[config.mk]
export PLATFORM = sky130hd
export DESIGN_NAME = bbc_fifo
export DESIGN_NICKNAME = d
export VERILOG_FILES = /design/src/design/bbc_pkg.sv /design/src/design/bbc_fifo.sv
export SDC_FILE = /design/constraint.sdc
export NUM_CORES = 1
export LEC_CHECK = 0
export ABC_AREA = 1
export BUFFER_PORTS_ARGS = -buffer_cell sky130_fd_sc_hd__buf_2
export CAP_MARGIN = 20
export CORE_MARGIN = 2
export CORE_UTILIZATION = 58
export CTS_BUF_LIST = sky130_fd_sc_hd__clkbuf_8
export DETAILED_ROUTE_END_ITERATION = 8
export GPL_ROUTABILITY_DRIVEN = 1
export HOLD_SLACK_MARGIN = 0.02
export PLACE_DENSITY = 0.85
export SLEW_MARGIN = 20
export SYNTH_ARGS = -nofsm -noshare
export SYNTH_HDL_FRONTEND = slang
export SYNTH_SLANG_ARGS = --single-unit
[constraint.sdc]
create_clock -name clk -period 1.6 [get_ports clk]
set_input_delay 0.08 -clock clk [delete_from_list [all_inputs] [get_ports clk]]
set_output_delay 0.08 -clock clk [all_outputs]
set_load 0.01 [all_outputs]
[src/design/bbc_pkg.sv]
`default_nettype none

package bbc_pkg;

  // Field widths fixed by the interface.
  localparam int PIXEL_W     = 8;
  localparam int SIZE_W      = 11;
  localparam int CFG_INDEX_W = 2;
  localparam int ROW_OUT_W   = 10;
  localparam int COL_OUT_W   = 10;
  localparam int COUNT_OUT_W = 21;

  // Register indexes of the configuration port.
  localparam logic [CFG_INDEX_W-1:0] REG_THRESHOLD    = 2'd0;
  localparam logic [CFG_INDEX_W-1:0] REG_FRAME_WIDTH  = 2'd1;
  localparam logic [CFG_INDEX_W-1:0] REG_FRAME_HEIGHT = 2'd2;

  // Values after reset.
  localparam logic [PIXEL_W-1:0] THRESHOLD_RESET = 8'd200;
  localparam logic [SIZE_W-1:0]  WIDTH_RESET     = 11'd640;
  localparam logic [SIZE_W-1:0]  HEIGHT_RESET    = 11'd480;

  // Depth of the queue between front and back (a power of two).
  localparam int QUEUE_DEPTH = 4;

  // One classified pixel on its way from the front to the back.
  typedef struct packed {
    logic lit;
    logic first;
    logic row_end;
    logic frame_end;
  } pix_item_t;

endpackage

`default_nettype wire

[src/design/bbc_fifo.sv]
`default_nettype none

module bbc_fifo (
  input  wire logic              clk,
  input  wire logic              rst,
  input  wire logic              push,
  input  wire bbc_pkg::pix_item_t push_item,
  input  wire logic              pop,
  output bbc_pkg::pix_item_t     pop_item,
  output logic                   full,
  output logic                   empty
);

  localparam int PW = $clog2(bbc_pkg::QUEUE_DEPTH);
  localparam int NW = $clog2(bbc_pkg::QUEUE_DEPTH + 1);

  bbc_pkg::pix_item_t slots [bbc_pkg::QUEUE_DEPTH];
  logic [PW-1:0] wr_ptr;
  logic [PW-1:0] rd_ptr;
  logic [NW-1:0] count;

  assign full     = (count == NW'(bbc_pkg::QUEUE_DEPTH));
  assign empty    = (count == '0);
  assign pop_item = slots[rd_ptr];

  // Pointers and fill level.
  always_ff @(posedge clk) begin
    if (rst) begin
      wr_ptr <= '0;
      rd_ptr <= '0;
      count  <= '0;
    end else begin
      if (push) begin
        wr_ptr <= wr_ptr + PW'(1);
      end
      if (pop) begin
        rd_ptr <= rd_ptr + PW'(1);
      end
      count <= count + NW'(push) - NW'(pop);
    end
  end

  // Item storage.
  always_ff @(posedge clk) begin
    if (push) begin
      slots[wr_ptr] <= push_item;
    end
  end

endmodule

`default_nettype wire

==> results of run 1 <==
==> metal layers <==
metal / global-route usage (%) / vias up / routed length (um)
li1: - / 355 / -
met1: 18.0 / 301 / 686
met2: 28.8 / 12 / 849
met3: 4.53 / 5 / 51
met4: 8.11 / 0 / 19
met5: 0 / - / 0
==> through the flow <==
stage	area [sq um]	total power [W]	cells	setup slack [ns]	hold slack, ns
after detailed placement	1170	0.00102	138	0.00647	0.302
after global placement	1170	0.000998	138	0.109	0.295
after global routing	1220	0.00144	142	0.00756	0.0258
final	1220	0.00136	142	0.0757	0.0314
after floorplan	1110	0.000949	104	0.129	0.151
after CTS	1220	0.00137	142	0.0299	0.0276
==> layout by cell type, fill, tap and decap left out <==
| cell type | synthesis | routed |
|---|---|---|
| a21oi_1 | 9 | 9 |
| buf_2 | 1 | 13 |
| clkbuf_8 | 0 | 3 |
| clkinv_2 | 0 | 1 |
| dfxtp_1 | 9 | 8 |
| dfxtp_2 | 0 | 1 |
| edfxtp_1 | 16 | 16 |
| fa_2 | 0 | 1 |
| ha_1 | 6 | 5 |
| ha_2 | 0 | 1 |
| inv_1 | 23 | 23 |
| nand2_1 | 16 | 16 |
| nand3_1 | 1 | 1 |
| nor2_1 | 7 | 7 |
| nor3_1 | 1 | 1 |
| o211ai_2 | 4 | 4 |
| o21ai_0 | 3 | 3 |
| o21ai_1 | 3 | 3 |
| xnor2_1 | 1 | 1 |
==> Yosys cell counts <==
library cell  count  area share (%)
a21oi_1           9             4.1
o21ai_1           3             1.4
ha_1              6             6.8
edfxtp_1         16              43
o21ai_0           3             1.4
buf_8             1             1.4
nor3_1            1            0.45
buf_6             1             1.0
nand2_1          16             5.4
buf_2             1            0.45
dfxtp_1           9              16
o211ai_2          4             4.5
nand3_1           1            0.45
inv_1            23             7.8
xnor2_1           1            0.79
buf_4             1            0.68
nor2_1            7             2.4
fa_1              1             1.8
==> what timing repair did <==
item | CTS | global route
setup buffers | 0 | 0
endpoints found under the setup margin | 1 | 1
resized for setup | 1 | 2
hold buffers | 0 | 0
==> area by class of cell <==
| class | count | share of cell area (%) |
|---|---|---|
| multi-input combinational | 52 | 27.0 |
| sequential | 25 | 54.2 |
| timing repair buffer | 13 | 5.33 |
| clock inverter | 1 | 0.410 |
| clock buffer | 3 | 3.38 |
| tap | 25 | 2.56 |
| inverter | 23 | 7.07 |
==> flip-flops by register name, indices dropped and copies added, names as in the netlist, named ones only <==
register	count
count	3
rd_ptr	2
slots	16
wr_ptr	2
==> power by group <==
group / internal (W) / switching (W) / leakage, nW
registers: 0.000738 / 0.0000405 / 0.222
logic: 0.0000947 / 0.000132 / 0.302
clock network: 0.000174 / 0.000185 / 0.0255
total: 0.00101 / 0.000358 / 0.549
==> kinds of logic (layout without fill, tap and decap cells) <==
kind of cell | Yosys count | after routing | synth area share [%]
buffers and inverters | 27 | 40 | 11.3
XOR/XNOR | 1 | 1 | 0.788
AND/OR/NAND/NOR | 25 | 25 | 8.67
AO/OA/AOI/OAI | 19 | 19 | 11.3
flip-flops | 25 | 25 | 59.5
adder cells (fa/ha/maj) | 7 | 7 | 8.56
==> worst max-delay path, delay by kind of cell, from the launching register on <==
family	cells	cell delay, ns
buf+inv	3	0.12
fa+ha+maj	3	0.94
simple gates	1	0.06
flops	1	0.35
==> final timing paths <==
path,from,endpoint,slack [ns],cells past startpoint
max,count[0],count[1],0.08,7
max reg2reg,count[0],count[1],0.08,7
min,rst,count[1],0.03,2
min reg2reg,rd_ptr[1],register,0.48,2
==> results.tsv, run 1 <==
metric	value	unit
Synth Register Bits	25	
CTS root buffer	clkbuf_8	
Num Clock Sinks	25	
crit path max fanout	3	
nets	133	
arrival time worst endpoint	1.73	ns
Leak	0.549	nW
Ports	14	
initial antenna violation count	0	
utilization after layout	69.2	%
Syn Area/Cell	10.7	sq um
number of global-route vias before repair	627	
total of max-cap violations	0	
slowest stage delay, CP	0.51	ns
Die Wd	47.8	um
TritonRoute pass-1 iters	5	
pwr/cell area	1120	nW/um^2
1st-iter DRT viols	7	
floorplan row count	15	
Setup crit end kind	register	
IO Port Bufs	13	
via count	673	
routed wire length	1610	um
Worst-Margin Slew	0.547	ns
Syn-to-layout area delta	9.91	%
global route overflow	0	
Worst VDD drop	0.000844	V
CP Cell Sequence	inv_1 > ha_1 > inv_1 > ha_2 > fa_2 > inv_1 > nor2_1	
Slew HR	63.5	%
outcome	finished clean	
Die ar.	2280	sq um
sequential fraction of the synthesis area	59.5	%
Via density	4.74	
area occupied by multi-input gates	330	sq um
number of nets with antenna violations after routing	0	
filler cell count	148	
min Tclk post-route	1.52	ns
Reg area	662	sq um
Clk pin slew, worst setup/hold paths	0.08	ns
CTS tree	built	
diode count	0	
Final Slew Violations	0	
Highest Clock Rate	656	MHz
Finish-stage setup viols	0	
Initial Utilization	63.0	%
cells after synthesis	104	
Worst Hold Class	primary input to register	
CP max-delay cell	fa_2	
htree depth	1	
fin crit share	95.3	%
Distinct cells, synth	18	
clk buf depth	2	
Yosys warning total	0	
RSZ-0062 raised after global routing	no	
clock latency on the worst-skew pair	0.26	ns
chip height	47.8	um
share of layout cells above drive strength 1	20.5	%
GRT Overall Usage	16.4	%
WL/cell	11.3	um
CTS Buf Count	3	
CP Class	register to register	
setup TNS	0	ns
placer congestion estimate	0.697	
CP dominant cell by count	inv_1	
DPL Wire Length	1250	um
Core Footprint	1760	sq um
Critical Path Start Type	register	
synthesized cell area	1110	sq um
Final Skew	0.00195	ns
Mapped Nets	119	
Fin. Hold Viols	0	
largest net degree at the start of global routing	17	
Worst EP required	1.81	ns
drt drc	0	
first-pass GRT wire length	2470	um
(Power assumes the default switching activity.)
==> run 2, diff against run 1 <==
- CORE_ASPECT_RATIO: default -> 2
- CORE_UTILIZATION: 58 -> 32
- PLACE_DENSITY: 0.85 -> 0.54
==> run 2 against run 1 <==
Against the previous run:
- sequential share of layout area shrank 1.6 points
- via count grew 1.3%
- global-route usage shrank 6.9 points
- first-iteration DRC count grew to 3.3 times the previous value
- register-to-register slack lost 0.03 ns
- utilization shrank 32 points
- final area grew 3.0%
- critical path depth is the same
- die area grew 75%
- count of clock-buffer cells in the layout is the same
- non-clock buffer count is the same
- sequential power is essentially flat
- critical endpoint unchanged
- largest power group unchanged
- highest routed layer unchanged
==> results.tsv, run 2 (synthesis gave the netlist of run 1 again) <==
metric	value	unit
WL/cell	12.2	um
CP startpoint	count[0]	
utilization after layout	37.6	%
Worst R2R Start	count[0]	
Clk pin slew, worst setup/hold paths	0.08	ns
Top reg by flops	slots	
CP max-delay cell	fa_2	
pwr/cell area	1110	nW/um^2
Worst-Margin Slew	0.546	ns
GRT Overall Usage	9.49	%
arrival time worst endpoint	1.76	ns
Finish-stage setup viols	0	
CTS tree	built	
number of global-route vias before repair	624	
Hold Startpoint	rst	
Final Slew Violations	0	
Die Wd	45.7	um
CP dominant cell by count	inv_2	
Initial Utilization	33.3	%
Hold-fix buffers, CTS	0	
CP Cell Sequence	inv_2 > ha_4 > inv_2 > ha_4 > fa_2 > inv_2 > nor2_2	
design area	1260	sq um
TritonRoute pass-1 iters	4	
slowest stage delay, CP	0.54	ns
min Tclk post-route	1.55	ns
placer congestion estimate	0.675	
share of layout cells above drive strength 1	24.8	%
CTS Buf Count	3	
clk buf depth	2	
most frequent cells in the layout	inv_1 (21), nand2_1 (16), edfxtp_1 (16)	
diode count	0	
commonest non-fill, non-tap cell in the layout	inv_1	
Num Clock Sinks	25	
Worst Hold Class	primary input to register	
Sw Pwr	0.000374	W
drt drc	0	
IO Port Bufs	13	
non-filler cells in the finished layout	149	
Worst EP required	1.81	ns
Slew HR	63.5	%
RR Endpoint	count[1]	
CTS resizes	0	
Setup crit end kind	register	
flip-flop count of the largest register after layout	16	
CP Class	register to register	
nets	133	
Worst Hold Depth	2	
clock share of power	25.4	%
RSZ-0062 raised after global routing	yes	
htree depth	1	
initial antenna violation count	0	
internal power	0.00102	W
FF-to-FF setup slack	0.05	ns
Worst VDD drop	0.000736	V
via count	682	
number of nets with antenna violations after routing	0	
switching share of power	26.8	%
crit path max fanout	3	
first-pass GRT wire length	2670	um
Buf/Inv on CP	3	
Final Skew	0.00111	ns
Via density	4.58	
combinational share of power	18.7	%
DPL Wire Length	1400	um
Fin. Hold Viols	0	
Critical Path Start Type	register	
Post CTS Setup Buffer Count	0	
largest net degree at the start of global routing	17	
1st-iter DRT viols	23	
Syn-to-layout area delta	13.2	%
Core Footprint	3340	sq um
placed cell count	145	
global route overflow	0	
Leak	0.550	nW
clock latency on the worst-skew pair	0.26	ns
routed wire length	1820	um
reg2reg path depth	7	
Sequential Power Share	55.9	%
hold endpoint	count[1]	
critical path's top delay family	adder cells	
placed cell area	1180	sq um
chip height	87.3	um
fin crit share	97.2	%
Highest Clock Rate	643	MHz
Ports	14	
Die ar.	3990	sq um
outcome	finished clean	
biggest regs	slots (16), count (3)	
total of max-cap violations	0	
CTS root buffer	clkbuf_8	
floorplan row count	30	
run 2: worst register-to-register path: stages (launching register included):
cell	delay, ns
dfxtp_2	0.35
inv_2	0.05
ha_4	0.25
inv_2	0.04
ha_4	0.15
fa_2	0.54
inv_2	0.04
nor2_2	0.09
run 2: worst max-delay path by stage:
| stage | end | slack (ns) | cells past startpoint |
|---|---|---|---|
| 5_1_grt | count[1] | -0.02 | 7 |
| 6_report | count[1] | 0.05 | 7 |
| 3_3_place_gp | count[2] | 0.10 | 7 |
| 3_5_place_dp | count[1] | 0.02 | 7 |
| 4_1_cts | count[1] | 0.01 | 7 |
| 2_1_floorplan | count[2] | 0.13 | 7 |
run 2: power by group through the flow:
stage / registers, W / clock network [W] / logic, W
after floorplan: 0.000773 / 0 / 0.000176
after global placement: 0.000790 / 0 / 0.000211
after detailed placement: 0.000793 / 0 / 0.000227
after CTS: 0.000778 / 0.000364 / 0.000227
after global routing: 0.000786 / 0.000385 / 0.000300
final: 0.000780 / 0.000354 / 0.000261
run 2: final cells by class:
type / count / area [sq um]
Fill cell: 322 / 2080
Sequential cell: 25 / 662
Multi-Input combinational cell: 52 / 359
Inverter: 23 / 86.3
Timing Repair Buffer: 13 / 65.1
Clock buffer: 3 / 41.3
Tap cell: 32 / 40.0
Clock inverter: 1 / 3.75
run 2: through the flow:
step                worst slack (ns)  power [W]  setup TNS, ns  hold slack, ns
finish                        0.0450    0.00140              0          0.0366
global route                 -0.0156    0.00147        -0.0156          0.0326
CTS                          0.00951    0.00137              0          0.0384
detailed placement            0.0180    0.00102              0           0.314
global placement               0.102    0.00100              0           0.309
floorplan                      0.129   0.000949              0           0.151
run 2: metal layers:
| metal | wire (um) | GRT usage (%) |
|---|---|---|
| met1 | 718 | 9.03 |
| met3 | 37 | 1.24 |
| met4 | 38 | 5.61 |
| met5 | 0 | 0 |
| met2 | 1020 | 17.7 |
==> run 3, diff against run 2 <==
- PLACE_DENSITY: 0.54 -> 0.56
- clock period: 1.6 -> 1.3 ns (I/O delays scaled with it)
==> run 3 against run 2 <==
Against the previous run:
- the flow now finishes with violations (negative setup slack)
- die area is the same
- register-to-register slack lost 0.22 ns
- maximum frequency grew 5.2%
- critical endpoint unchanged
- highest routed layer unchanged
- hold slack lost 0.0085 ns
- worst setup slack lost 0.22 ns
- count of clock-buffer cells in the layout is the same
- first-iteration DRC count shrank 35%
- wire length shrank 6.3%
- combinational power grew 38%
==> results.tsv, run 3 (synthesis gave the netlist of run 1 again) <==
metric	value	unit
CTS tree	built	
total of max-cap violations	0	
Die ar.	3990	sq um
Setup crit end kind	register	
number of global-route vias before repair	721	
Post CTS Setup Buffer Count	0	
RSZ-0062 raised after global routing	yes	
pwr/cell area	1300	nW/um^2
Highest Clock Rate	677	MHz
filler cell count	339	
global route overflow	0	
first-pass GRT wire length	3020	um
clock latency on the worst-skew pair	0.26	ns
nets	140	
critical path's top delay family	adder cells	
Buf/Inv on CP	3	
number of nets with antenna violations after routing	0	
share of layout cells above drive strength 1	28.2	%
Worst EP required	1.50	ns
outcome	complete, but fails checks	
Final Skew	0.00232	ns
Slew HR	85.3	%
most frequent cells in the layout	inv_1 (21), nand2_1 (16), edfxtp_1 (16)	
Final Slew Violations	0	
FF-to-FF setup slack	-0.18	ns
min Tclk post-route	1.48	ns
GRT Overall Usage	10.2	%
non-filler cells in the finished layout	156	
placed cell count	148	
clock share of power	24.4	%
floorplan row count	30	
diode count	0	
Leak	0.588	nW
chip height	87.3	um
crit path max fanout	2	
failing checks	negative setup slack	
arrival time worst endpoint	1.68	ns
area occupied by multi-input gates	369	sq um
final worst slack	-0.178	ns
initial antenna violation count	0	
Ports	14	
drt drc	0	
CP Cell Sequence	inv_2 > ha_4 > inv_2 > ha_4 > fa_2 > inv_2 > nor2_1	
Worst VDD drop	0.000934	V
IO Port Bufs	13	
internal power	0.00128	W
fin crit share	114	%
Finish-stage setup viols	2	
Worst-Margin Slew	0.219	ns
placer congestion estimate	0.756	
htree depth	1	
Reg area	663	sq um
DPL Wire Length	1300	um
CP dominant cell by count	inv_2	
CTS Buf Count	3	
placed cell area	1210	sq um
TritonRoute pass-1 iters	4	
Top reg by flops	slots	
Fin. Hold Viols	0	
routed wire length	1700	um
via count	711	
CP Class	register to register	
commonest non-fill, non-tap cell in the layout	inv_1	
CTS root buffer	clkbuf_8	
CP max-delay cell	fa_2	
Die Wd	45.7	um
Critical Path Start Type	register	
WL/cell	10.9	um
combinational share of power	20.8	%
setup TNS	-0.307	ns
Sequential Power Share	54.8	%
Initial Utilization	33.3	%
Syn-to-layout area delta	19.8	%
slowest stage delay, CP	0.52	ns
Num Clock Sinks	25	
Worst Hold Class	primary input to register	
biggest regs	slots (16), count (3)	
Clk pin slew, worst setup/hold paths	0.08	ns
largest net degree at the start of global routing	17	
design area	1330	sq um
1st-iter DRT viols	15	
Core Footprint	3340	sq um
Sw Pwr	0.000452	W
Via density	4.56	
flip-flop count of the largest register after layout	16	
switching share of power	26.1	%
clk buf depth	2	
run 3: metal layers:
layer / routed length, um / up-vias / global-route usage [%]
li1: - / 370 / -
met1: 627 / 321 / 10.4
met2: 984 / 16 / 19.1
met3: 63 / 4 / 1.24
met4: 26 / 0 / 4.81
met5: 0 / - / 0
run 3: worst paths after layout:
kind | startpoint | to | cells past startpoint
worst max-delay path | count[0] | count[1] | 7
worst min-delay path | push_item[0] | slots[3][0] | 1
worst max register to register | count[0] | count[1] | 7
worst min register to register | rd_ptr[1] | register | 2
run 3: worst reg2reg max path, stage by stage, from the launching register on:
cell     delay (ns)
dfxtp_2        0.34
inv_2          0.04
ha_4           0.25
inv_2          0.04
ha_4           0.15
fa_2           0.52
inv_2          0.03
nor2_1         0.06
run 3: repair_timing:
item,CTS,global route
hold buffers,3,1
endpoints found under the setup margin,2,4
pin swaps,2,1
endpoints found under the hold margin,1,4
resized for setup,6,4
run 3: final cells by class:
type / instances / share of cell area (%)
clock buffer: 3 / 3.10
multi-input combinational: 52 / 27.7
inverter: 23 / 6.48
sequential: 25 / 49.8
tap: 32 / 3.01
timing repair buffer: 20 / 9.59
clock inverter: 1 / 0.282
run 3: power groups by stage:
stage                     combinational (W)  sequential (W)  clock, W
after floorplan                    0.000221        0.000952         0
final                              0.000360        0.000948  0.000422
after global routing               0.000422        0.000955  0.000470
after CTS                          0.000349        0.000946  0.000440
after global placement             0.000289        0.000961         0
after detailed placement           0.000305        0.000963         0
run 3: metrics by stage:
step	hold WS [ns]	power (W)	util, %	setup WS (ns)
4_1_cts	0.0256	0.00174	39.3	-0.178
3_5_place_dp	0.294	0.00127	36.1	-0.181
5_1_grt	0.0227	0.00185	39.9	-0.251
2_1_floorplan	0.129	0.00117	-	-0.152
3_3_place_gp	0.288	0.00125	36.1	-0.152
6_report	0.0281	0.00173	39.9	-0.178
