--- src/design/bbc_pkg.sv ---
`default_nettype none

package bbc_pkg;

  // Field widths fixed by the interface.
  localparam int PIXEL_W     = 8;
  localparam int SIZE_W      = 11;
  localparam int CFG_INDEX_W = 2;
  localparam int ROW_OUT_W   = 10;
  localparam int COL_OUT_W   = 10;
  localparam int COUNT_OUT_W = 21;

  // Register indexes of the configuration port.
  localparam logic [CFG_INDEX_W-1:0] REG_THRESHOLD    = 2'd0;
  localparam logic [CFG_INDEX_W-1:0] REG_FRAME_WIDTH  = 2'd1;
  localparam logic [CFG_INDEX_W-1:0] REG_FRAME_HEIGHT = 2'd2;

  // Values after reset.
  localparam logic [PIXEL_W-1:0] THRESHOLD_RESET = 8'd200;
  localparam logic [SIZE_W-1:0]  WIDTH_RESET     = 11'd640;
  localparam logic [SIZE_W-1:0]  HEIGHT_RESET    = 11'd480;

  // Depth of the queue between front and back (a power of two).
  localparam int QUEUE_DEPTH = 4;

  // One classified pixel on its way from the front to the back.
  typedef struct packed {
    logic lit;
    logic first;
    logic row_end;
    logic frame_end;
  } pix_item_t;

endpackage

`default_nettype wire

--- src/design/bbc_front.sv ---
`default_nettype none

module bbc_front #(
  parameter int MAX_WIDTH  = 1024,
  parameter int MAX_HEIGHT = 1024
) (
  input  wire logic                                 clk,
  input  wire logic                                 rst,
  input  wire logic                                 restart,
  input  wire logic [bbc_pkg::PIXEL_W-1:0]          threshold,
  input  wire logic [$clog2(MAX_WIDTH+1)-1:0]       width_eff,
  input  wire logic [$clog2(MAX_HEIGHT+1)-1:0]      height_eff,
  input  wire logic                                 in_valid,
  output logic                                      in_ready,
  input  wire logic [bbc_pkg::PIXEL_W-1:0]          pixel,
  input  wire logic                                 queue_full,
  output logic                                      push,
  output bbc_pkg::pix_item_t                        push_item
);

  localparam int CW = $clog2(MAX_WIDTH);
  localparam int RW = $clog2(MAX_HEIGHT);
  localparam int WW = $clog2(MAX_WIDTH + 1);
  localparam int HW = $clog2(MAX_HEIGHT + 1);

  logic [CW-1:0] col;
  logic [RW-1:0] row;
  logic          row_end;
  logic          frame_end;

  assign in_ready  = !queue_full;
  assign push      = in_valid && !queue_full;
  assign row_end   = ((WW'(col) + WW'(1)) == width_eff);
  assign frame_end = row_end && ((HW'(row) + HW'(1)) == height_eff);

  // Classify the pixel and mark where it sits in the frame.
  always_comb begin
    push_item.lit       = (pixel >= threshold);
    push_item.first     = (row == '0) && (col == '0);
    push_item.row_end   = row_end;
    push_item.frame_end = frame_end;
  end

  // Raster position of the next pixel.
  always_ff @(posedge clk) begin
    if (rst || restart) begin
      col <= '0;
      row <= '0;
    end else if (push) begin
      if (row_end) begin
        col <= '0;
        row <= frame_end ? '0 : row + RW'(1);
      end else begin
        col <= col + CW'(1);
      end
    end
  end

endmodule

`default_nettype wire

--- config.mk ---
export PLATFORM = sky130hd
export DESIGN_NAME = bbc_front
export DESIGN_NICKNAME = d
export VERILOG_FILES = /design/src/design/bbc_pkg.sv /design/src/design/bbc_front.sv
export SDC_FILE = /design/constraint.sdc
export NUM_CORES = 1
export LEC_CHECK = 0
export BUFFER_PORTS_ARGS = -buffer_cell sky130_fd_sc_hd__buf_2
export CAP_MARGIN = 20
export CORE_MARGIN = 10
export CORE_UTILIZATION = 40
export CTS_CLUSTER_SIZE = 16
export DETAILED_ROUTE_END_ITERATION = 16
export SLEW_MARGIN = 20
export SYNTH_ARGS = -nofsm -noshare
export SYNTH_HDL_FRONTEND = slang
export SYNTH_SLANG_ARGS = --single-unit
--- constraint.sdc ---
create_clock -name clk -period 7.2 [get_ports clk]
set_clock_uncertainty 0.2 [all_clocks]
set_input_delay 1.44 -clock clk [delete_from_list [all_inputs] [get_ports clk]]
set_output_delay 1.44 -clock clk [all_outputs]
set_load 0.05 [all_outputs]
==> impl_metrics.toml, run 1 <==
[run_status]
status = "complete, no violations"

[timing]
finalHoldViolCount = 0
slew_headroom = 0.4138
rsz0062_at_grt = "false"
fmax_mhz = 202.0
fin_crit_sh = 0.6877
worst_pin_slew_ps = 867.8
setup-tns-final_ps = 0
hold_slack_ps = 296.8
post-route-min-period_ps = 4951
drv_slew = 0
setup_viol = 0

[yosys]
ys_async_sr_fraction = 0
synth_compound_area_frac = 0.1685
syn_nets = 313
synth_cells = 258
yosysSeqAreaShare = 0.2090
synth_mux_area_frac = 0.005879
synth-seq-cells = 20
netlist_area_sq_um = 1916
yosys.area_share.xor_xnor = 0.1372
synth_fa_ha_area_frac = 0.07838
synth_edf_count = 0
synth-simple-area-share = 0.3259
synth_top_family_by_area = "simple AND/OR/NAND/NOR gates"
synth.distinct_cells = 53
ys.warnings.count = 0
synth_area_per_cell_sq_um = 7.425
synth-main-ff-cell = "dfxtp_1"

[die]
start_util = 0.4083
dieWidth_microns = 89.20
core_sq_um = 4692
io_pins = 49
dieArea_sq_um = 7957
die_y_microns = 89.20
rows = 25

[routing]
initialDrtViolationCount = 74
drt_wl_total_mm = 4.988
detail_route.wl_per_cell_microns = 14.29
drc = 0
dr_total_vias = 1851
postRouteAntennaNets = 0
vias_per_cell = 5.304
drt_pass1_iterations = 4

[grt]
antenna_found_initial = 0
grt_pass1_vias = 1775
grt_pass1_wl_mm = 8.135
grt_use_total = 0.1274
grt_max_degree = 13
grt-ovfl-total = 0

[layout]
area_delta_synth_final_pct = 15.81
diodes = 0
layout_commonest_cell = "buf_2"
final_nets = 351
drive_gt1_frac = 0.2136
layout_common_cells = "48 x buf_2, 33 x nand2_1, 22 x xnor2_1"
final_core_util = 0.4728

[worst_setup_path]
start_kind = "input port"
ff2ff_setup_slack_ps = 3850
crit_chain = "buf_2 -> xnor2_1 -> or3_1 -> a2111o_1 -> a211oi_2 -> and3_2 -> and2_1 -> buf_2"
timing.critical_path.mode_cell = "buf_2"
worst-path-buf-inv = 2
crit_family = "compound AO/OA/AOI/OAI gates"
critical_path_required_ps = 5560
slowest_stage = "a2111o_1"
cp_max_fo = 3
setup.worst_path.class = "in -> out"
critPathMaxStageDelay_ps = 460
cp-end-kind = "output port"
critPathArrivalTime_ps = 3310

[place]
post-dp-hpwl_mm = 3.908
numPortBuffers = 48
gp_congestion = 0.7971

[clock_network]
clk_path_buf_depth = 2
clkTransAtPathRegs_ps = 80
cts_setup_buffers = 0
clock_latency_ps = 260
cts_tree = "done"
htree_levels = 1
cts_buffers = 3
cts_sinks = 20
cts_hold_buf = 0
cts_resized = 0
root_buffer = "clkbuf_8"

[power_and_ir_drop]
powerDensity_nw_per_um2 = 123.7
leakagePower_uw = 0.0009944
peakVddDrop_mv = 0.07040
power_uw = 274.3

[worst_hold_path]
hold_class = "reg -> reg"

[run]
drv_cap = 0
==> cells in the mapped netlist (all sizes together) (2+ instances only) <==
cell | count | area (sq um)
nand4 | 8 | 62.56
o21ai | 9 | 45.04
xor2 | 8 | 70.07
a21oi | 6 | 30.03
or3 | 5 | 32.53
nor3b | 3 | 22.52
o2bb2ai | 6 | 52.55
buf | 9 | 52.55
and4 | 3 | 27.53
inv | 17 | 63.81
nor3 | 13 | 65.06
and3 | 7 | 45.05
nor2 | 17 | 63.81
nand3 | 10 | 50.05
nand2 | 33 | 123.9
ha | 12 | 150.1
o31ai | 2 | 20.02
and2 | 2 | 12.51
a211oi | 2 | 20.02
or2 | 3 | 18.77
nor4 | 5 | 31.28
dfxtp | 20 | 400.4
xnor2 | 22 | 192.7
clkbuf | 6 | 23.77
a21o | 7 | 52.55
o2111ai | 2 | 17.52
nand2b | 3 | 18.77
==> where the power goes <==
group / leakage [uW] / internal, uW / switching [uW]
Clock: 0.0000357 / 74.3 / 41.0
Combinational: 0.000798 / 21.3 / 26.8
Sequential: 0.000161 / 111 / 0.306
==> final timing paths <==
kind / from / to / depth (start not counted)
hold reg to reg: col[1] / col[1] / 2
setup reg to reg: col[0] / row[0] / 8
setup / recovery: width_eff[8] / push_item[0] / 8
hold / removal: col[1] / col[1] / 2
==> registers in the layout, indices dropped and copies added, names as in the netlist <==
name / flops
col: 10
row: 10
==> logic make-up (layout without fill, tap and decap cells) <==
logic type,after synthesis,in the layout
XOR/XNOR,30,30
AND/OR/NAND/NOR,118,118
buffers and inverters,33,70
flip-flops,20,20
adder cells (fa/ha/maj),12,12
AO/OA/AOI/OAI,44,44
multiplexers,1,1
==> worst min-delay path, cell delays in order (launching register included) <==
cell and delay [ps]:
dfxtp_1 340, nand2_1 60, a21oi_1 50
==> cell type report <==
| class | count | area [sq um] |
|---|---|---|
| repair buffers | 48 | 240.2 |
| multi-input cells | 205 | 1371 |
| clock inverters | 1 | 30.03 |
| well taps | 54 | 67.56 |
| clock buffers | 3 | 41.29 |
| flip-flops and latches | 20 | 400.4 |
| inverters | 18 | 67.56 |
| fillers | 486 | 2474 |
==> per-stage QoR <==
step                      std cells  area, sq um  setup slack [ps]
after floorplan                 258         1916              2517
after global placement          345         2147              2272
after detailed placement        345         2147              2245
after CTS                       349         2218              2244
after global routing            349         2218              2141
final                           349         2218              2249
==> routing by layer <==
layer | share of wire | wire length, microns | GRT usage
met4 | 0.010 | 52 | 0.03468
met2 | 0.45 | 2222 | 0.2013
met5 | 0 | 0 | 0
met3 | 0.060 | 299 | 0.02644
met1 | 0.48 | 2414 | 0.1701
Note: power is estimated with default switching activity, not from simulation.
==> run 2: changes to the inputs <==
ABC_AREA = 1   (was unset)
clock period = 4.5 ns   (was 7.2 ns; I/O delays follow)
==> run 2 against run 1 <==
Net effect:
- combinational power rose by 73%
- sequential power up 60%
- critical path depth is 5 higher
- power is 64% higher
- global-route usage rose by 1.5 points
- worst setup slack got worse by 1400 ps
- register-to-register slack worse by 1700 ps
- hold slack better by 38 ps
- flip-flop and latch count is the same
- die area rose by 13%
- count of clock-buffer cells in the layout unchanged
- area after synthesis is 16% higher
- critical endpoint unchanged
==> impl_metrics.toml, run 2 <==
[run_status]
status = "complete, no violations"

[clock_network]
root_buffer = "clkbuf_8"
cts_sinks = 20
cts_tree = "done"
cts_hold_buf = 0
cts_setup_buffers = 0
cts_buffers = 3
clkTransAtPathRegs_ps = 90
htree_levels = 1
clock_latency_ps = 270
cts_resized = 0
clk_path_buf_depth = 2

[place]
gp_congestion = 0.8674
numPortBuffers = 48
post-dp-hpwl_mm = 5.088
pre_cts_ws_ps = 1010

[timing]
setup-tns-final_ps = 0
rsz0062_at_grt = "false"
fin_crit_sh = 0.8116
slew_headroom = 0.3637
fin_ws_ps = 847.8
finalHoldViolCount = 0
fmax_mhz = 273.8
hold_slack_ps = 334.5
post-route-min-period_ps = 3652
setup_viol = 0
drv_slew = 0
worst_pin_slew_ps = 950.9

[run]
drv_cap = 0

[die]
core_sq_um = 5439
dieArea_sq_um = 8952
rows = 27
io_pins = 49
start_util = 0.4095
dieWidth_microns = 94.62
die_y_microns = 94.62

[yosys]
yosysSeqAreaShare = 0.1798
synth_area_leader_cell = "nand2_1"
synth_area_leaders = "nand2_1 24%, dfxtp_1 18%, nor2_1 11%"
synth_top_area_share = 0.2444
synth_area_per_cell_sq_um = 5.393
ys.warnings.count = 0
synth_edf_count = 0
synth_compound_area_frac = 0.05393
synth-seq-cells = 20
synth_mux_area_frac = 0
synth_common_cells = "145 x nand2_1, 68 x nor2_1, 61 x inv_1"
synth.distinct_cells = 28
synth_top_family_by_area = "simple AND/OR/NAND/NOR gates"
syn_nets = 468
synth-main-ff-cell = "dfxtp_1"
ys_async_sr_fraction = 0
yosys.area_share.xor_xnor = 0
yosysMostFrequentCell = "nand2_1"
synth-simple-area-share = 0.5713
netlist_area_sq_um = 2227
synth_cells = 413
synth_fa_ha_area_frac = 0.06742

[power_and_ir_drop]
leakagePower_uw = 0.001334
peakVddDrop_mv = 0.09916
powerDensity_nw_per_um2 = 174.2

[grt]
grt_use_total = 0.1428
grt_pass1_vias = 2396
grt_pass1_wl_mm = 10.70
grt_max_degree = 21
antenna_found_initial = 0
grt-ovfl-total = 0

[routing]
detail_route.wl_per_cell_microns = 11.52
vias_per_cell = 4.697
postRouteAntennaNets = 0
drt_wl_total_mm = 6.126
drt_pass1_iterations = 4
dr_total_vias = 2499
drc = 0
initialDrtViolationCount = 116

[worst_setup_path]
start_kind = "flip-flop"
setup.worst_path.class = "reg -> out"
critPathArrivalTime_ps = 2550
critical_path_required_ps = 3400
cp_max_fo = 10
cp-end-kind = "output port"

[worst_hold_path]
hold_class = "reg -> reg"

[layout]
layout_common_cells = "145 x nand2_1, 68 x nor2_1, 61 x inv_1"
layout_commonest_cell = "nand2_1"
final_nets = 516
final_core_util = 0.4760
top_regs = "col: 10 flops, row: 10 flops"
diodes = 0
drive_gt1_frac = 0.1587
area_delta_synth_final_pct = 16.24
run 2: cell count changes after synthesis, moves of 9 or more:
cell / delta
xnor2_1: -22
nor2_1: +51
nand3_1: +26
nor3_1: -10
inv_1: +44
a21oi_1: +9
nand2_1: +112
run 2: kinds of logic after synthesis:
kind of cell,after synthesis
flip-flops,20
AO/OA/AOI/OAI,22
adder cells (fa/ha/maj),12
buffers and inverters,69
AND/OR/NAND/NOR,290
run 2: path summary, 6_finish.rpt:
check | cells past startpoint | endpoint | slack [ps] | start
setup / recovery | 13 | push_item[0] | 850 | row[0]
hold reg to reg | 2 | col[4] | 330 | col[4]
hold / removal | 2 | col[4] | 330 | col[4]
setup reg to reg | 14 | row[0] | 2110 | col[0]
run 2: cell type report:
class / instances / area (sq um)
Fill cell: 594 / 2850
Timing Repair Buffer: 49 / 247.7
Inverter: 63 / 236.5
Clock inverter: 1 / 30.03
Clock buffer: 3 / 41.29
Sequential cell: 20 / 400.4
Multi-Input combinational cell: 324 / 1543
Tap cell: 72 / 90.09
run 2: power by group:
group	switching, uW	internal [uW]	leakage [uW]	total (uW)
Combinational	49.8	33.3	0.00114	83.1
Sequential	0.530	177	0.000161	178
Clock	71.2	119	0.0000357	190
Total	122	329	0.00133	451
run 2: metrics by stage:
stage	area (sq um)	std cells	total power [uW]
floorplan	2227	413	233.7
global placement	2517	528	264.8
detailed placement	2517	528	266.0
CTS	2589	532	460.8
global route	2589	532	473.1
finish	2589	532	450.9
run 2: per-layer routing:
metal | track usage | up-vias | wire length, microns | share of wire
li1 | - | 1388 | - | -
met1 | 0.1835 | 1055 | 2961 | 0.48
met2 | 0.2334 | 52 | 2647 | 0.43
met3 | 0.03648 | 4 | 474 | 0.077
met4 | 0.03367 | 0 | 44 | 0.0072
met5 | 0 | - | 0 | 0
run 2: critical path, cell delays in order, from the launching register on:
cell,delay (ps)
dfxtp_1,450
inv_1,130
ha_1,300
inv_1,90
or2_2,110
nand3_1,50
nor2_1,150
nand3_1,90
nor2_1,90
nand3_1,110
nor2_4,250
inv_1,70
nor2_1,100
buf_2,270
==> run 3: changes to the inputs <==
ABC_AREA = 0   (was 1)
clock period = 3.6 ns   (was 4.5 ns; I/O delays follow)
==> run 3 against run 2 <==
Net effect:
- die area shrank 11%
- non-clock buffer count is 9 higher
- sequential power up 25%
- hold slack lost 57 ps
- combinational power rose by 18%
- critical path depth shrank 5
- cell count shrank 33%
- via count shrank 22%
- global-route usage shrank 1.4 points
- sequential share of layout area increased by 1.9 points
- largest power group unchanged
- power up 24%
==> impl_metrics.toml, run 3 (synthesis results as in run 1) <==
[run_status]
status = "complete, no violations"

[grt]
grt_pass1_wl_mm = 8.148
grt_use_total = 0.1290
grt_max_degree = 13
gr-usage-met1 = 0.1689
top_usage_layer = "met2"
antenna_found_initial = 0
use_met2 = 0.2040
grt_pass1_vias = 1763
grt-ovfl-total = 0
grt_use_met3 = 0.03008

[timing]
setup_viol = 0
finalHoldViolCount = 0
drv_slew = 0
worst_pin_slew_ps = 825.2
rsz0062_at_grt = "false"
fmax_mhz = 286.2
fin_crit_sh = 0.9707
slew_headroom = 0.4426
post-route-min-period_ps = 3495
setup-tns-final_ps = 0

[die]
io_pins = 49
dieWidth_microns = 89.20
die_y_microns = 89.20
rows = 25
start_util = 0.4083
core_sq_um = 4692
dieArea_sq_um = 7957

[routing]
postRouteAntennaNets = 0
drt_wl_total_mm = 5.140
drt_pass1_iterations = 4
dr_total_vias = 1939
detail_route.wl_per_cell_microns = 14.32
drc = 0
initialDrtViolationCount = 81
vias_per_cell = 5.401

[layout]
layout_commonest_cell = "buf_2"
ff_latch_area_sq_um = 402.9
area_delta_synth_final_pct = 21.03
fillers = 457
top_regs = "col: 10 flops, row: 10 flops"
finalNonFillerCells = 359
final_nets = 361
multi_input_area_sq_um = 1388
layout_common_cells = "47 x buf_2, 33 x nand2_1, 22 x xnor2_1"
diodes = 0
drive_gt1_frac = 0.2525

[clock_network]
root_buffer = "clkbuf_8"
cts_tree = "done"
clk_path_buf_depth = 2
cts_buffers = 3
htree_levels = 1
cts_sinks = 20
clkTransAtPathRegs_ps = 90
clock_latency_ps = 280

[worst_hold_path]
hold_class = "reg -> reg"
holdPathStages = 2

[worst_setup_path]
r2r_cells = 7
critPathArrivalTime_ps = 2570
cp-end-kind = "output port"
cp_max_fo = 5
setup.worst_path.class = "reg -> out"
critical_path_required_ps = 2680
start_kind = "flip-flop"

[place]
post-dp-hpwl_mm = 4.167
numPortBuffers = 48
gp_congestion = 0.7944
dp_cells = 355

[run]
drv_cap = 0

[power_and_ir_drop]
powerDensity_nw_per_um2 = 241.3
leakagePower_uw = 0.001053
peakVddDrop_mv = 0.1344
-- run 3: changes by cell type in the layout (fill, tap and decap cells not counted), sizes merged, moves of 7 or more --
| cell | delta |
|---|---|
| nand2 | -118 |
| nor2 | -58 |
| inv | -44 |
| nand3 | -30 |
| xnor2 | +22 |
| nor3 | +10 |
| a21oi | -9 |
| buf | +9 |
| xor2 | +8 |
| a21o | +7 |
-- run 3: path summary, 6_finish.rpt --
check               from      endpoint  slack (ps)
hold / removal    col[1]        col[1]         280
hold reg to reg   col[1]        col[1]         280
setup / recovery  col[0]  push_item[0]         110
setup reg to reg  col[2]        row[9]         490
-- run 3: metrics by stage --
step / setup WS, ps / hold WS, ps / area [sq um] / power [uW] / utilization
after floorplan: 317.9 / 260.6 / 1916 / 284.9 / -
after global placement: 182.2 / 280.5 / 2222 / 324.5 / 0.4736
after detailed placement: 161.4 / 287.4 / 2222 / 325.6 / 0.4736
after CTS: 36.59 / 299.8 / 2296 / 564.1 / 0.4893
after global routing: 5.738 / 301.2 / 2318 / 583.0 / 0.4941
final: 105.5 / 277.5 / 2318 / 559.3 / 0.4941
-- run 3: what timing repair did --
action                                 4_1_cts  5_1_grt
gates resized for setup                      1        6
buffers inserted                             0        0
endpoints found under the hold margin        0        0
setup endpoints to repair                    1        2
cloned                                       0        0
hold buffers                                 0        0
-- run 3: layout make-up --
type / count / share of cell area
clock buffer: 3 / 0.01781
timing repair buffer: 58 / 0.1387
inverter: 18 / 0.02914
sequential: 20 / 0.1738
multi-input combinational: 205 / 0.5985
tap: 54 / 0.02914
clock inverter: 1 / 0.01295
-- run 3: power breakdown --
part           internal, uW  total, uW  switching [uW]
clock network           149        239            90.0
registers               222        222           0.598
logic                  44.1       98.2            54.1
total                   415        559             145
-- run 3: routing by layer --
| metal | up-vias | wire length, microns |
|---|---|---|
| li1 | 1007 | - |
| met5 | - | 0 |
| met2 | 69 | 2239 |
| met1 | 858 | 2373 |
| met4 | 0 | 61 |
| met3 | 5 | 466 |
-- run 3: worst max-delay path: stages, from the launching register on --
cell and delay, ps:
dfxtp_2 380, ha_2 210, nand4_4 130, or3_1 370, a2111o_1 440, a211oi_2 230, and3_2 220, and2_1 140
buf_6 160
